## config.mk

```make
export PLATFORM = sky130hd
export DESIGN_NAME = key_debounce_autorepeat
export DESIGN_NICKNAME = d
export VERILOG_FILES = /design/src/rtl/core/kdar_pkg.sv /design/src/rtl/core/kdar_key.sv /design/src/rtl/core/key_debounce_autorepeat.sv
export VERILOG_INCLUDE_DIRS = /design/src /design/src/rtl/core
export SDC_FILE = /design/constraint.sdc
export NUM_CORES = 1
export LEC_CHECK = 0
export BUFFER_PORTS_ARGS = -buffer_cell sky130_fd_sc_hd__buf_4
export CORE_MARGIN = 2
export CORE_UTILIZATION = 24
export DETAILED_ROUTE_END_ITERATION = 8
export PLACE_DENSITY = 0.5
export SETUP_SLACK_MARGIN = 0.3
export SLEW_MARGIN = 20
export SYNTH_ARGS = -nofsm -noshare
export SYNTH_HDL_FRONTEND = slang
export SYNTH_SLANG_ARGS = --single-unit
```

## constraint.sdc

```tcl
create_clock -name i_clk -period 7.8 [get_ports i_clk]
set_input_delay 1.56 -clock i_clk [delete_from_list [all_inputs] [get_ports i_clk]]
set_output_delay 1.56 -clock i_clk [all_outputs]
set_load 0.01 [all_outputs]
```

## src/rtl/core/key_debounce_autorepeat_assert.svh

```systemverilog
// Assertion macros for the key debounce block.
`ifndef KEY_DEBOUNCE_AUTOREPEAT_ASSERT_SVH
`define KEY_DEBOUNCE_AUTOREPEAT_ASSERT_SVH

`ifndef SYNTHESIS

// Same-cycle implication.
`define KDA_ASSERT_IMP(lbl, clk, rst_n, ante, cons) \
    lbl: assert property (@(posedge clk) disable iff (!rst_n) (ante) |-> (cons)) \
        else $error("assertion failed: same-cycle implication");

// Next-cycle implication.
`define KDA_ASSERT_NXT(lbl, clk, rst_n, ante, cons) \
    lbl: assert property (@(posedge clk) disable iff (!rst_n) (ante) |=> (cons)) \
        else $error("assertion failed: next-cycle implication");

`else

`define KDA_ASSERT_IMP(lbl, clk, rst_n, ante, cons)
`define KDA_ASSERT_NXT(lbl, clk, rst_n, ante, cons)

`endif

`endif

```

## src/rtl/core/kdar_pkg.sv

```systemverilog
package kdar_pkg;

    localparam int NUM_KEYS  = 8;
    localparam int TICK_BITS = 16;
    localparam int CFG_W     = 16;
    localparam int MASK_W    = 8;
    localparam int CMP_W     = (TICK_BITS > CFG_W) ? TICK_BITS : CFG_W;
    localparam int IDX_W     = 2;

    localparam logic [IDX_W-1:0] REG_SETTLE   = 2'd0;
    localparam logic [IDX_W-1:0] REG_FIRST    = 2'd1;
    localparam logic [IDX_W-1:0] REG_REPEAT   = 2'd2;
    localparam logic [IDX_W-1:0] REG_MODMASK  = 2'd3;

    localparam logic [CFG_W-1:0]  RST_SETTLE  = 16'd20;
    localparam logic [CFG_W-1:0]  RST_FIRST   = 16'd500;
    localparam logic [CFG_W-1:0]  RST_REPEAT  = 16'd150;
    localparam logic [MASK_W-1:0] RST_MODMASK = 8'd0;

    typedef enum logic [3:0] {
        PH_IDLE   = 4'b0001,
        PH_SETTLE = 4'b0010,
        PH_ACTIVE = 4'b0100,
        PH_HOLD   = 4'b1000
    } t_phase;

    typedef struct packed {
        logic [CFG_W-1:0] settle;
        logic [CFG_W-1:0] first;
        logic [CFG_W-1:0] repeat_p;
    } t_cfg;

    typedef struct packed {
        logic fire;
        logic mod_set;
        logic mod_clr;
    } t_key_evt;

endpackage

```

## src/rtl/core/kdar_key.sv

```systemverilog
module kdar_key import kdar_pkg::*; (
    input  logic     i_clk,
    input  logic     i_rst_n,
    input  logic     i_en,
    input  logic     i_pressed,
    input  logic     i_is_mod,
    input  t_cfg     i_cfg,
    output t_key_evt o_evt
);

    t_phase                r_phase, n_phase;
    logic [TICK_BITS-1:0]  r_ticks, n_ticks;
    logic [TICK_BITS-1:0]  elapsed;
    logic [CMP_W-1:0]      elapsed_x;
    logic                  fire;
    logic                  release_held;

    assign elapsed   = (r_ticks == {TICK_BITS{1'b1}}) ? r_ticks : r_ticks + 1'b1;
    assign elapsed_x = CMP_W'(elapsed);

    always_comb begin
        n_phase      = r_phase;
        n_ticks      = elapsed;
        fire         = 1'b0;
        release_held = 1'b0;
        unique case (r_phase)
            PH_IDLE: begin
                if (i_pressed) begin
                    n_phase = PH_SETTLE;
                    n_ticks = '0;
                end
            end
            PH_SETTLE: begin
                if (!i_pressed) begin
                    n_ticks = '0;
                end else if (elapsed_x > CMP_W'(i_cfg.settle)) begin
                    n_phase = PH_ACTIVE;
                    fire    = 1'b1;
                end
            end
            PH_ACTIVE: begin
                if (!i_pressed) begin
                    n_phase      = PH_IDLE;
                    n_ticks      = '0;
                    release_held = 1'b1;
                end else if (elapsed_x > CMP_W'(i_cfg.first)) begin
                    n_phase = PH_HOLD;
                    n_ticks = '0;
                    fire    = 1'b1;
                end
            end
            PH_HOLD: begin
                if (!i_pressed) begin
                    n_phase      = PH_IDLE;
                    n_ticks      = '0;
                    release_held = 1'b1;
                end else if (elapsed_x > CMP_W'(i_cfg.repeat_p)) begin
                    n_ticks = '0;
                    fire    = 1'b1;
                end
            end
            default: begin
                n_phase = PH_IDLE;
                n_ticks = '0;
            end
        endcase
    end

    assign o_evt.fire    = i_en & fire;
    assign o_evt.mod_set = i_en & fire & i_is_mod;
    assign o_evt.mod_clr = i_en & release_held & i_is_mod;

    always_ff @(posedge i_clk) begin
        if (!i_rst_n) begin
            r_phase <= PH_IDLE;
            r_ticks <= '0;
        end else if (i_en) begin
            r_phase <= n_phase;
            r_ticks <= n_ticks;
        end
    end

`include "key_debounce_autorepeat_assert.svh"

    `KDA_ASSERT_IMP(a_fire_needs_press, i_clk, i_rst_n, o_evt.fire, i_en && i_pressed)
    `KDA_ASSERT_NXT(a_release_leaves_hold, i_clk, i_rst_n, i_en && !i_pressed, r_phase == PH_IDLE || r_phase == PH_SETTLE)
    `KDA_ASSERT_NXT(a_hold_when_idle, i_clk, i_rst_n, !i_en, $stable(r_ticks) && $stable(r_phase))

endmodule

```

## src/rtl/core/key_debounce_autorepeat.sv

```systemverilog
// Key debouncer with typematic auto-repeat.
// Input channel (i_valid / o_ready): one word per millisecond tick, i_key_levels holds
// the sampled level of every key, a zero bit meaning pressed.
// Output channel (o_valid / i_ready): one word per tick, o_fire marks the keys that fire
// on that tick and o_modifier_active is the shared modifier flag after it.
// A tick's result is registered and shows from the cycle after the tick is accepted.
// Throughput is one tick per cycle; all keys update in parallel in per-key lanes.
// The single output register is refilled in the cycle it is taken, so o_ready stays high
// as long as the receiver takes each result; while the receiver stalls with a result
// waiting, o_ready drops and the held result and key state stay unchanged.
// Configuration: i_cfg_we writes i_cfg_wdata to register i_cfg_idx (0 settle ticks,
// 1 first-repeat ticks, 2 repeat ticks, 3 modifier mask) at once; write only when idle.
// Reset (synchronous, active low) returns every key to idle with its counter cleared,
// clears the modifier flag and the output valid flag (o_fire is not reset), and restores
// the register defaults 20, 500, 150 and 0.
module key_debounce_autorepeat import kdar_pkg::*; (
    input  logic                i_clk,
    input  logic                i_rst_n,
    input  logic                i_valid,
    output logic                o_ready,
    input  logic [NUM_KEYS-1:0] i_key_levels,
    output logic                o_valid,
    input  logic                i_ready,
    output logic [NUM_KEYS-1:0] o_fire,
    output logic                o_modifier_active,
    input  logic                i_cfg_we,
    input  logic [IDX_W-1:0]    i_cfg_idx,
    input  logic [CFG_W-1:0]    i_cfg_wdata
);

    t_cfg                r_cfg;
    logic [MASK_W-1:0]   r_mod_mask;
    logic                r_mod_flag, n_mod_flag;
    logic                r_out_valid;
    logic [NUM_KEYS-1:0] r_fire;
    logic                accept;
    t_key_evt            evt [NUM_KEYS];
    logic [NUM_KEYS-1:0] n_fire;

    assign o_ready = !r_out_valid || i_ready;
    assign accept  = i_valid && o_ready;

    always_ff @(posedge i_clk) begin
        if (!i_rst_n) begin
            r_cfg.settle   <= RST_SETTLE;
            r_cfg.first    <= RST_FIRST;
            r_cfg.repeat_p <= RST_REPEAT;
            r_mod_mask     <= RST_MODMASK;
        end else if (i_cfg_we) begin
            unique case (i_cfg_idx)
                REG_SETTLE:  r_cfg.settle   <= i_cfg_wdata;
                REG_FIRST:   r_cfg.first    <= i_cfg_wdata;
                REG_REPEAT:  r_cfg.repeat_p <= i_cfg_wdata;
                REG_MODMASK: r_mod_mask     <= i_cfg_wdata[MASK_W-1:0];
                default:     ;
            endcase
        end
    end

    for (genvar k = 0; k < NUM_KEYS; k++) begin : g_key
        logic is_mod;
        if (k < MASK_W) begin : g_mask
            assign is_mod = r_mod_mask[k];
        end else begin : g_nomask
            assign is_mod = 1'b0;
        end

        kdar_key u_key (
            .i_clk     (i_clk),
            .i_rst_n   (i_rst_n),
            .i_en      (accept),
            .i_pressed (!i_key_levels[k]),
            .i_is_mod  (is_mod),
            .i_cfg     (r_cfg),
            .o_evt     (evt[k])
        );

        assign n_fire[k] = evt[k].fire;
    end

    // later keys override earlier ones
    always_comb begin
        n_mod_flag = r_mod_flag;
        for (int k = 0; k < NUM_KEYS; k++) begin
            if (evt[k].mod_set) begin
                n_mod_flag = 1'b1;
            end else if (evt[k].mod_clr) begin
                n_mod_flag = 1'b0;
            end
        end
    end

    always_ff @(posedge i_clk) begin
        if (!i_rst_n) begin
            r_mod_flag  <= 1'b0;
            r_out_valid <= 1'b0;
        end else begin
            if (accept) begin
                r_mod_flag  <= n_mod_flag;
                r_out_valid <= 1'b1;
            end else if (i_ready) begin
                r_out_valid <= 1'b0;
            end
        end
    end

    always_ff @(posedge i_clk) begin
        if (accept) begin
            r_fire <= n_fire;
        end
    end

    assign o_valid           = r_out_valid;
    assign o_fire            = r_fire;
    assign o_modifier_active = r_mod_flag;

endmodule

```

==> results.md, run 1 <==
- Status: finished clean
- DR WL/cell: 20.1 µm
- Top cell type by total area after synthesis: ha_1
- WHS Endpoint: r_cfg[44]$_SDFFE_PN0P_
- Yosys top cell area share: 23.4%
- Crit path kind: flop to flop
- Dpl hpwl: 54300 µm
- Buffer levels on the longest clock path: 3
- P&R area growth vs syn: 12.2%
- Worst EP arrival: 5.94 ns
- Setup TNS Final: 0 ns
- Total CTS buffers: 30
- Worst VDD drop: 0.000154 V
- Placed Cells: 3773
- Synth top area cells: ha_1 23%, dfxtp_1 21%, a21oi_1 6.0%
- Synth unique cells: 91
- Reg2reg path depth: 17
- Average size of a mapped cell: 7.89 µm²
- Post-CTS sizing: 0
- Worst Hold Path Cells: 2
- FF-to-FF Start: g_key[5].u_key.r_ticks[3]$_SDFFE_PN0P_
- Synth async-reset ratio: 0%
- #FFs+latches synth: 226
- Total grt overflow: 0
- Net Count, Synth: 3081
- Drt drc: 0
- Sequential-to-total area share from yosys stat: 21.9%
- Post-synth EDFFs: 8
- Min-delay src: r_cfg[44]$_SDFFE_PN0P_
- Mapped Area: 21000 µm²
- Metal2 WL: 35100 µm
- Power Density: 137 nW/µm²
- Routed vias: 20000
- Post-CTS Hold Buffers: 0
- Max Cap Viol: 0
- Initial antenna violation count: 3
- H-tree depth: 1
- Final Hold Violating Endpoints: 0
- Synth Flop Type: dfxtp_1
- Reg2reg setup slack: 2.33 ns
- End of the worst register-to-register path: o_modifier_active$_SDFFE_PN0P_
- Global-route wire length before repair: 115000 µm
- Max Clk Rate: 0.183 GHz
- Routability cong.: 0.864
- Final std cells w/o fill: 3827
- Leakage power: 0.00991 µW
- Final Slew Violations: 0
- Area of the multi-input gates: 15700 µm²
- Row Count: 108
- Fraction of layout cells with a size suffix above 1: 5.88%
- Yosys warns: 0
- Worst Setup Slack post-DPL: 2.52 ns
- Die X: 300 µm
- Tmin final: 5.47 ns
- RSZ-0062 raised after global routing: no
- Met3 WL: 3570 µm
- Placed instance area: 22500 µm²
- Commonest non-fill, non-tap cells in the layout: 392 x ha_1, 295 x nand2_1, 250 x a21oi_1
- I/O Pins: 42
- Max-slew headroom: 26.1%
- DRT met1 WL: 35800 µm
- CP Capture Type: flop
- Final Cycle Share: 70.2%
- Most common cell after layout, fill and taps aside: ha_1
- Setup Skew: 0.00859 ns
- Crit path max fanout: 9
- PortBufs: 41
- Clock Tree Root: clkbuf_16
- Starting density of the core: 24.2%
- Gr usage total: 16.6%
- Worst hold path type: flop to flop
- DR pass1 iterations: 5
- Worst-Skew Late Latency: 0.59 ns
- Cell area after layout: 23500 µm²
- DRT Wirelength: 76900 µm
- Vias in the first global route: 18300
- Antenna-violating nets left: 0
- Register area: 4600 µm²
- Post-DR vias/cell: 5.23
- Die area: 89800 µm²
- Clock sinks: 226
- Clk slew on worst S/H paths: 0.06 ns
- Fillers: 9468
- NumNets Final: 3073
- Post-CTS setup buffers: 0
- Setup violators final: 0
- CP startpoint kind: flop
- Largest net degree at the start of global routing: 60
- WP data required: 8.26 ns
- Core Box Area: 86800 µm²
- Die Y: 300 µm
- CTS tree: yes
- Top sig layer: met5
- Worst Max-Slew Pin Slew: 1.11 ns
- Setup WS post-layout: 2.33 ns
- First DRT Iteration DRCs: 1580
- Antenna Cells: 0
- Post-Synthesis Cells: 2658
[critical path, cell delays in order (launching register included)]
cell and delay [ns]:
dfxtp_1 0.45, nand4_1 0.21, nor4_2 0.43, nand2_1 0.12, or3_1 0.50, and2_1 0.31, nand2_1 0.15, xnor2_1 0.25
ha_1 0.35, a2111oi_0 0.43, nand2_1 0.09, o211ai_1 0.17, a31oi_1 0.17, a22oi_1 0.25, a2111oi_2 0.11, a221oi_1 0.65
a31oi_1 0.18, or4_1 0.51
[synth_stat cells (all sizes together) (38+ instances only)]
cell type  instances
a21o              42
a21oi            251
a22oi             58
and3              38
clkbuf            81
dfxtp            218
ha               392
inv               96
nand2            296
nand3            109
nand4            103
nor2             234
nor2b             38
nor3              45
o21ai            103
xnor2             60
[metal layers]
metal	vias to the layer above	track usage, %
li1	9909	-
met1	9501	22.4
met2	510	27.6
met3	104	1.75
met4	6	5.17
met5	-	0
[worst max path at each step]
stage / startpoint / end / slack, ns / cells past startpoint
CTS: g_key[5].u_key.r_ticks[3]$_SDFFE_PN0P_ / o_modifier_active$_SDFFE_PN0P_ / 2.49 / 17
detailed placement: g_key[5].u_key.r_ticks[3]$_SDFFE_PN0P_ / o_modifier_active$_SDFFE_PN0P_ / 2.52 / 17
global route: g_key[2].u_key.r_ticks[0]$_SDFFE_PN0P_ / g_key[2].u_key.r_ticks[0]$_SDFFE_PN0P_ / 2.09 / 15
global placement: g_key[5].u_key.r_ticks[3]$_SDFFE_PN0P_ / o_modifier_active$_SDFFE_PN0P_ / 2.58 / 17
finish: g_key[5].u_key.r_ticks[3]$_SDFFE_PN0P_ / o_modifier_active$_SDFFE_PN0P_ / 2.33 / 17
floorplan: g_key[5].u_key.r_ticks[3]$_SDFFE_PN0P_ / o_modifier_active$_SDFFE_PN0P_ / 3.18 / 20
[cells by family after synthesis]
group | share of synthesized area [%]
buf+inv | 3.55
mux | 1.75
compound gates | 21.3
fa+ha+maj | 23.4
flops | 21.9
xor+xnor | 3.67
simple gates | 24.4
[state kept, by name, summed over array words and instances, names as in the netlist]
name / count
o_valid: 1
o_modifier_active: 1
o_fire: 8
r_cfg: 48
g_key.u_key.r_phase: 32
r_mod_mask: 8
g_key.u_key.r_ticks: 128
[where the power goes]
part / internal (µW) / leakage, µW / switching [µW]
sequential: 1190 / 0.00185 / 45.0
clock: 906 / 0.000512 / 579
combinational: 167 / 0.00755 / 339
total: 2260 / 0.00991 / 963
[layout make-up]
type | instances | share of cell area (%)
multi-input combinational | 2239 | 66.5
sequential | 226 | 19.6
tap | 1155 | 6.14
clock buffer | 46 | 3.92
timing repair buffer | 57 | 1.82
inverter | 96 | 1.55
clock inverter | 8 | 0.515
[per-stage QoR]
step,hold WS [ns],util (%),total power (µW)
5_1_grt,0.471,27.1,3360
3_5_place_dp,0.446,25.9,1760
3_3_place_gp,0.441,25.9,1760
2_1_floorplan,0.436,-,1570
4_1_cts,0.454,27.1,3250
6_report,0.453,27.1,3230
Note: power is estimated with default switching activity, not from simulation.
==> run 2, diff against run 1 <==
ABC_AREA = 1   (was default)
clock period = 5.18 ns   (was 7.8 ns; I/O delays follow)
==> results.md, run 2 <==
- Placed Cells: 4172
- Hold WS: 0.464 ns
- Sw Pwr: 1540 µW
- Routability cong.: 0.872
- Synth cell count leaders: 744 x nand2_1, 406 x a21oi_1, 392 x ha_1, 336 x inv_1, 218 x dfxtp_1
- Synth unique cells: 59
- Top cell type by total area after synthesis: ha_1
- Antenna Cells: 0
- Die X: 298 µm
- NumNets Final: 3484
- Post-CTS setup buffers: 0
- Crit path max fanout: 15
- #FFs+latches synth: 226
- Crit-path slowest cell: dfxtp_1
- Sequential Power Share: 36.9%
- Largest regs: g_key.u_key.r_ticks (128), r_cfg (48), g_key.u_key.r_phase (32)
- Status: finished clean
- PortBufs: 41
- Max-slew headroom: 33.4%
- Final Hold Violating Endpoints: 0
- Total power: 5010 µW
- Worst VDD drop: 0.000265 V
- Power Density: 213 nW/µm²
- Dpl hpwl: 52800 µm
- WP buf/inv: 4
- Drt drc: 0
- Internal: 3470 µW
- Total grt overflow: 0
- Antenna-violating nets left: 0
- Crit path kind: flop to flop
- Worst Max-Slew Pin Slew: 0.998 ns
- Number of flip-flops under the largest register name: 128
- Total CTS buffers: 31
- CTS tree: yes
- Max Cap Viol: 0
- Post-Synthesis Cells: 3025
- Final Core Density: 27.5%
- Worst EP arrival: 4.83 ns
- Core Box Area: 85400 µm²
- P&R area growth vs syn: 13.4%
- Vias in the first global route: 18900
- Yosys top cell area share: 23.7%
- Setup Skew: 0.0391 ns
- Synth top area cells: ha_1 24%, dfxtp_1 21%, nand2_1 13%
- Tmin final: 4.31 ns
- H-tree depth: 1
- Yosys warns: 0
- Max Clk Rate: 0.232 GHz
- CP top delay family: simple AND/OR/NAND/NOR gates
- Worst-Skew Late Latency: 0.63 ns
- RSZ-0062 raised after global routing: no
- Routed vias: 20300
- Worst hold path type: flop to flop
- Logic pwr share: 16.5%
- Most common cell after layout, fill and taps aside: nand2_1
- DR pass1 iterations: 5
- Starting density of the core: 24.3%
- Critical path's most frequent cell: nand2_1
- Buffer levels on the longest clock path: 3
- Synth async-reset ratio: 0%
- Mapped Area: 20700 µm²
- Clock share of power: 46.6%
- Commonest non-fill, non-tap cells in the layout: 743 x nand2_1, 406 x a21oi_1, 392 x ha_1
- Sequential-to-total area share from yosys stat: 22.2%
- Most numerous cell in the Yosys netlist: nand2_1
- Post-CTS Hold Buffers: 0
- DRT Wirelength: 73700 µm
- Die Y: 298 µm
- Fillers: 9599
- Row Count: 107
- Post-CTS sizing: 0
- Largest net degree at the start of global routing: 146
- Setup violators final: 0
- Global-route wire length before repair: 112000 µm
- Gr usage total: 16.3%
- CP startpoint kind: flop
- Initial antenna violation count: 1
- DR WL/cell: 17.4 µm
- Synth Flop Type: dfxtp_1
- Slowest Stage Delay on Critical Path: 0.40 ns
- Final std cells w/o fill: 4228
- I/O Pins: 42
- Final Slew Violations: 0
- Die area: 88700 µm²
- First DRT Iteration DRCs: 1510
- Clock sinks: 226
- Clock Tree Root: clkbuf_16
- Net Count, Synth: 3448
- Post-synth EDFFs: 8
- Clk slew on worst S/H paths: 0.06 ns
- Final Cycle Share: 83.2%
- Sw Share: 30.7%
- WP data required: 5.70 ns
- Average size of a mapped cell: 6.85 µm²
- Post-DR vias/cell: 4.79
- Fraction of layout cells with a size suffix above 1: 5.19%
- CP Capture Type: flop
- Top reg by flops: g_key.u_key.r_ticks
- Setup TNS Final: 0 ns
- Leakage power: 0.0105 µW
-- run 2: cell types whose count changed in the layout (fill, tap and decap cells not counted), sizes merged, moves of 38 or more --
cell,delta
xnor2,-46
inv,+250
nand2,+450
a22oi,-55
nor2b,-38
a21oi,+158
nor3,+45
nand4,-52
-- run 2: final cells by class --
type                            instances  area, µm²  area share (%)
Clock buffer                           42        877            3.73
Clock inverter                         14        219           0.932
Inverter                              346       1300            5.54
Multi-Input combinational cell       2396      14600            62.1
Sequential cell                       226       4600            19.6
Tap cell                             1144       1430            6.09
Timing Repair Buffer                   60        475            2.02
-- run 2: final timing paths --
path / to / start / cells after the start / slack [ns]
worst max-delay path: g_key[7].u_key.r_ticks[5]$_SDFFE_PN0P_ / g_key[7].u_key.r_ticks[0]$_SDFFE_PN0P_ / 25 / 0.87
worst min-delay path: r_mod_mask[7]$_SDFFE_PN0P_ / r_mod_mask[7]$_SDFFE_PN0P_ / 2 / 0.46
worst max register to register: g_key[7].u_key.r_ticks[5]$_SDFFE_PN0P_ / g_key[7].u_key.r_ticks[0]$_SDFFE_PN0P_ / 25 / 0.87
worst min register to register: r_mod_mask[7]$_SDFFE_PN0P_ / r_mod_mask[7]$_SDFFE_PN0P_ / 2 / 0.46
-- run 2: per-layer routing --
metal,global-route usage (%),share of wire [%]
met5,0,0
met4,6.95,4.6
met3,1.87,4.3
met2,26.3,44
met1,21.8,47
-- run 2: worst reg2reg max path: stages, from the launching register on --
cell and delay [ns]:
dfxtp_1 0.40, ha_1 0.18, inv_1 0.06, nor3_2 0.16, inv_2 0.08, nor3_2 0.10, inv_1 0.07, nor2_2 0.11
nand2_2 0.09, nor3_4 0.31, nor4_2 0.09, nand2_1 0.11, nor2_1 0.06, xor2_1 0.36, ha_1 0.33, a21oi_1 0.15
o21ai_0 0.10, a21oi_1 0.17, o211ai_1 0.16, nand2_1 0.09, nand2_1 0.09, o2111ai_1 0.12, nand2_1 0.14, inv_1 0.40
nand2_1 0.11, a21oi_1 0.15
-- run 2: stage by stage --
| stage | cell area (µm²) | setup slack, ns |
|---|---|---|
| floorplan | 20700 | 1.63 |
| global placement | 22400 | 0.931 |
| detailed placement | 22400 | 0.931 |
| CTS | 23500 | 0.874 |
| global route | 23500 | 0.360 |
| finish | 23500 | 0.871 |
-- run 2: cell families (layout without fill, tap and decap cells) --
kind of cell    count (synthesis)  in the layout  synth area share [%]
flops                         226            226                  22.2
xor+xnor                       66             66                  2.86
buf+inv                       403            462                  7.39
fa+ha+maj                     392            392                  23.7
compound gates                649            649                  17.1
simple gates                 1289           1289                  26.7
-- run 2: power groups by stage --
stage	Combinational (µW)	Clock (µW)	Sequential (µW)
3_3_place_gp	817	0	1890
6_report	826	2340	1850
4_1_cts	824	2390	1850
3_5_place_dp	822	0	1890
2_1_floorplan	535	0	1880
5_1_grt	932	2450	1860
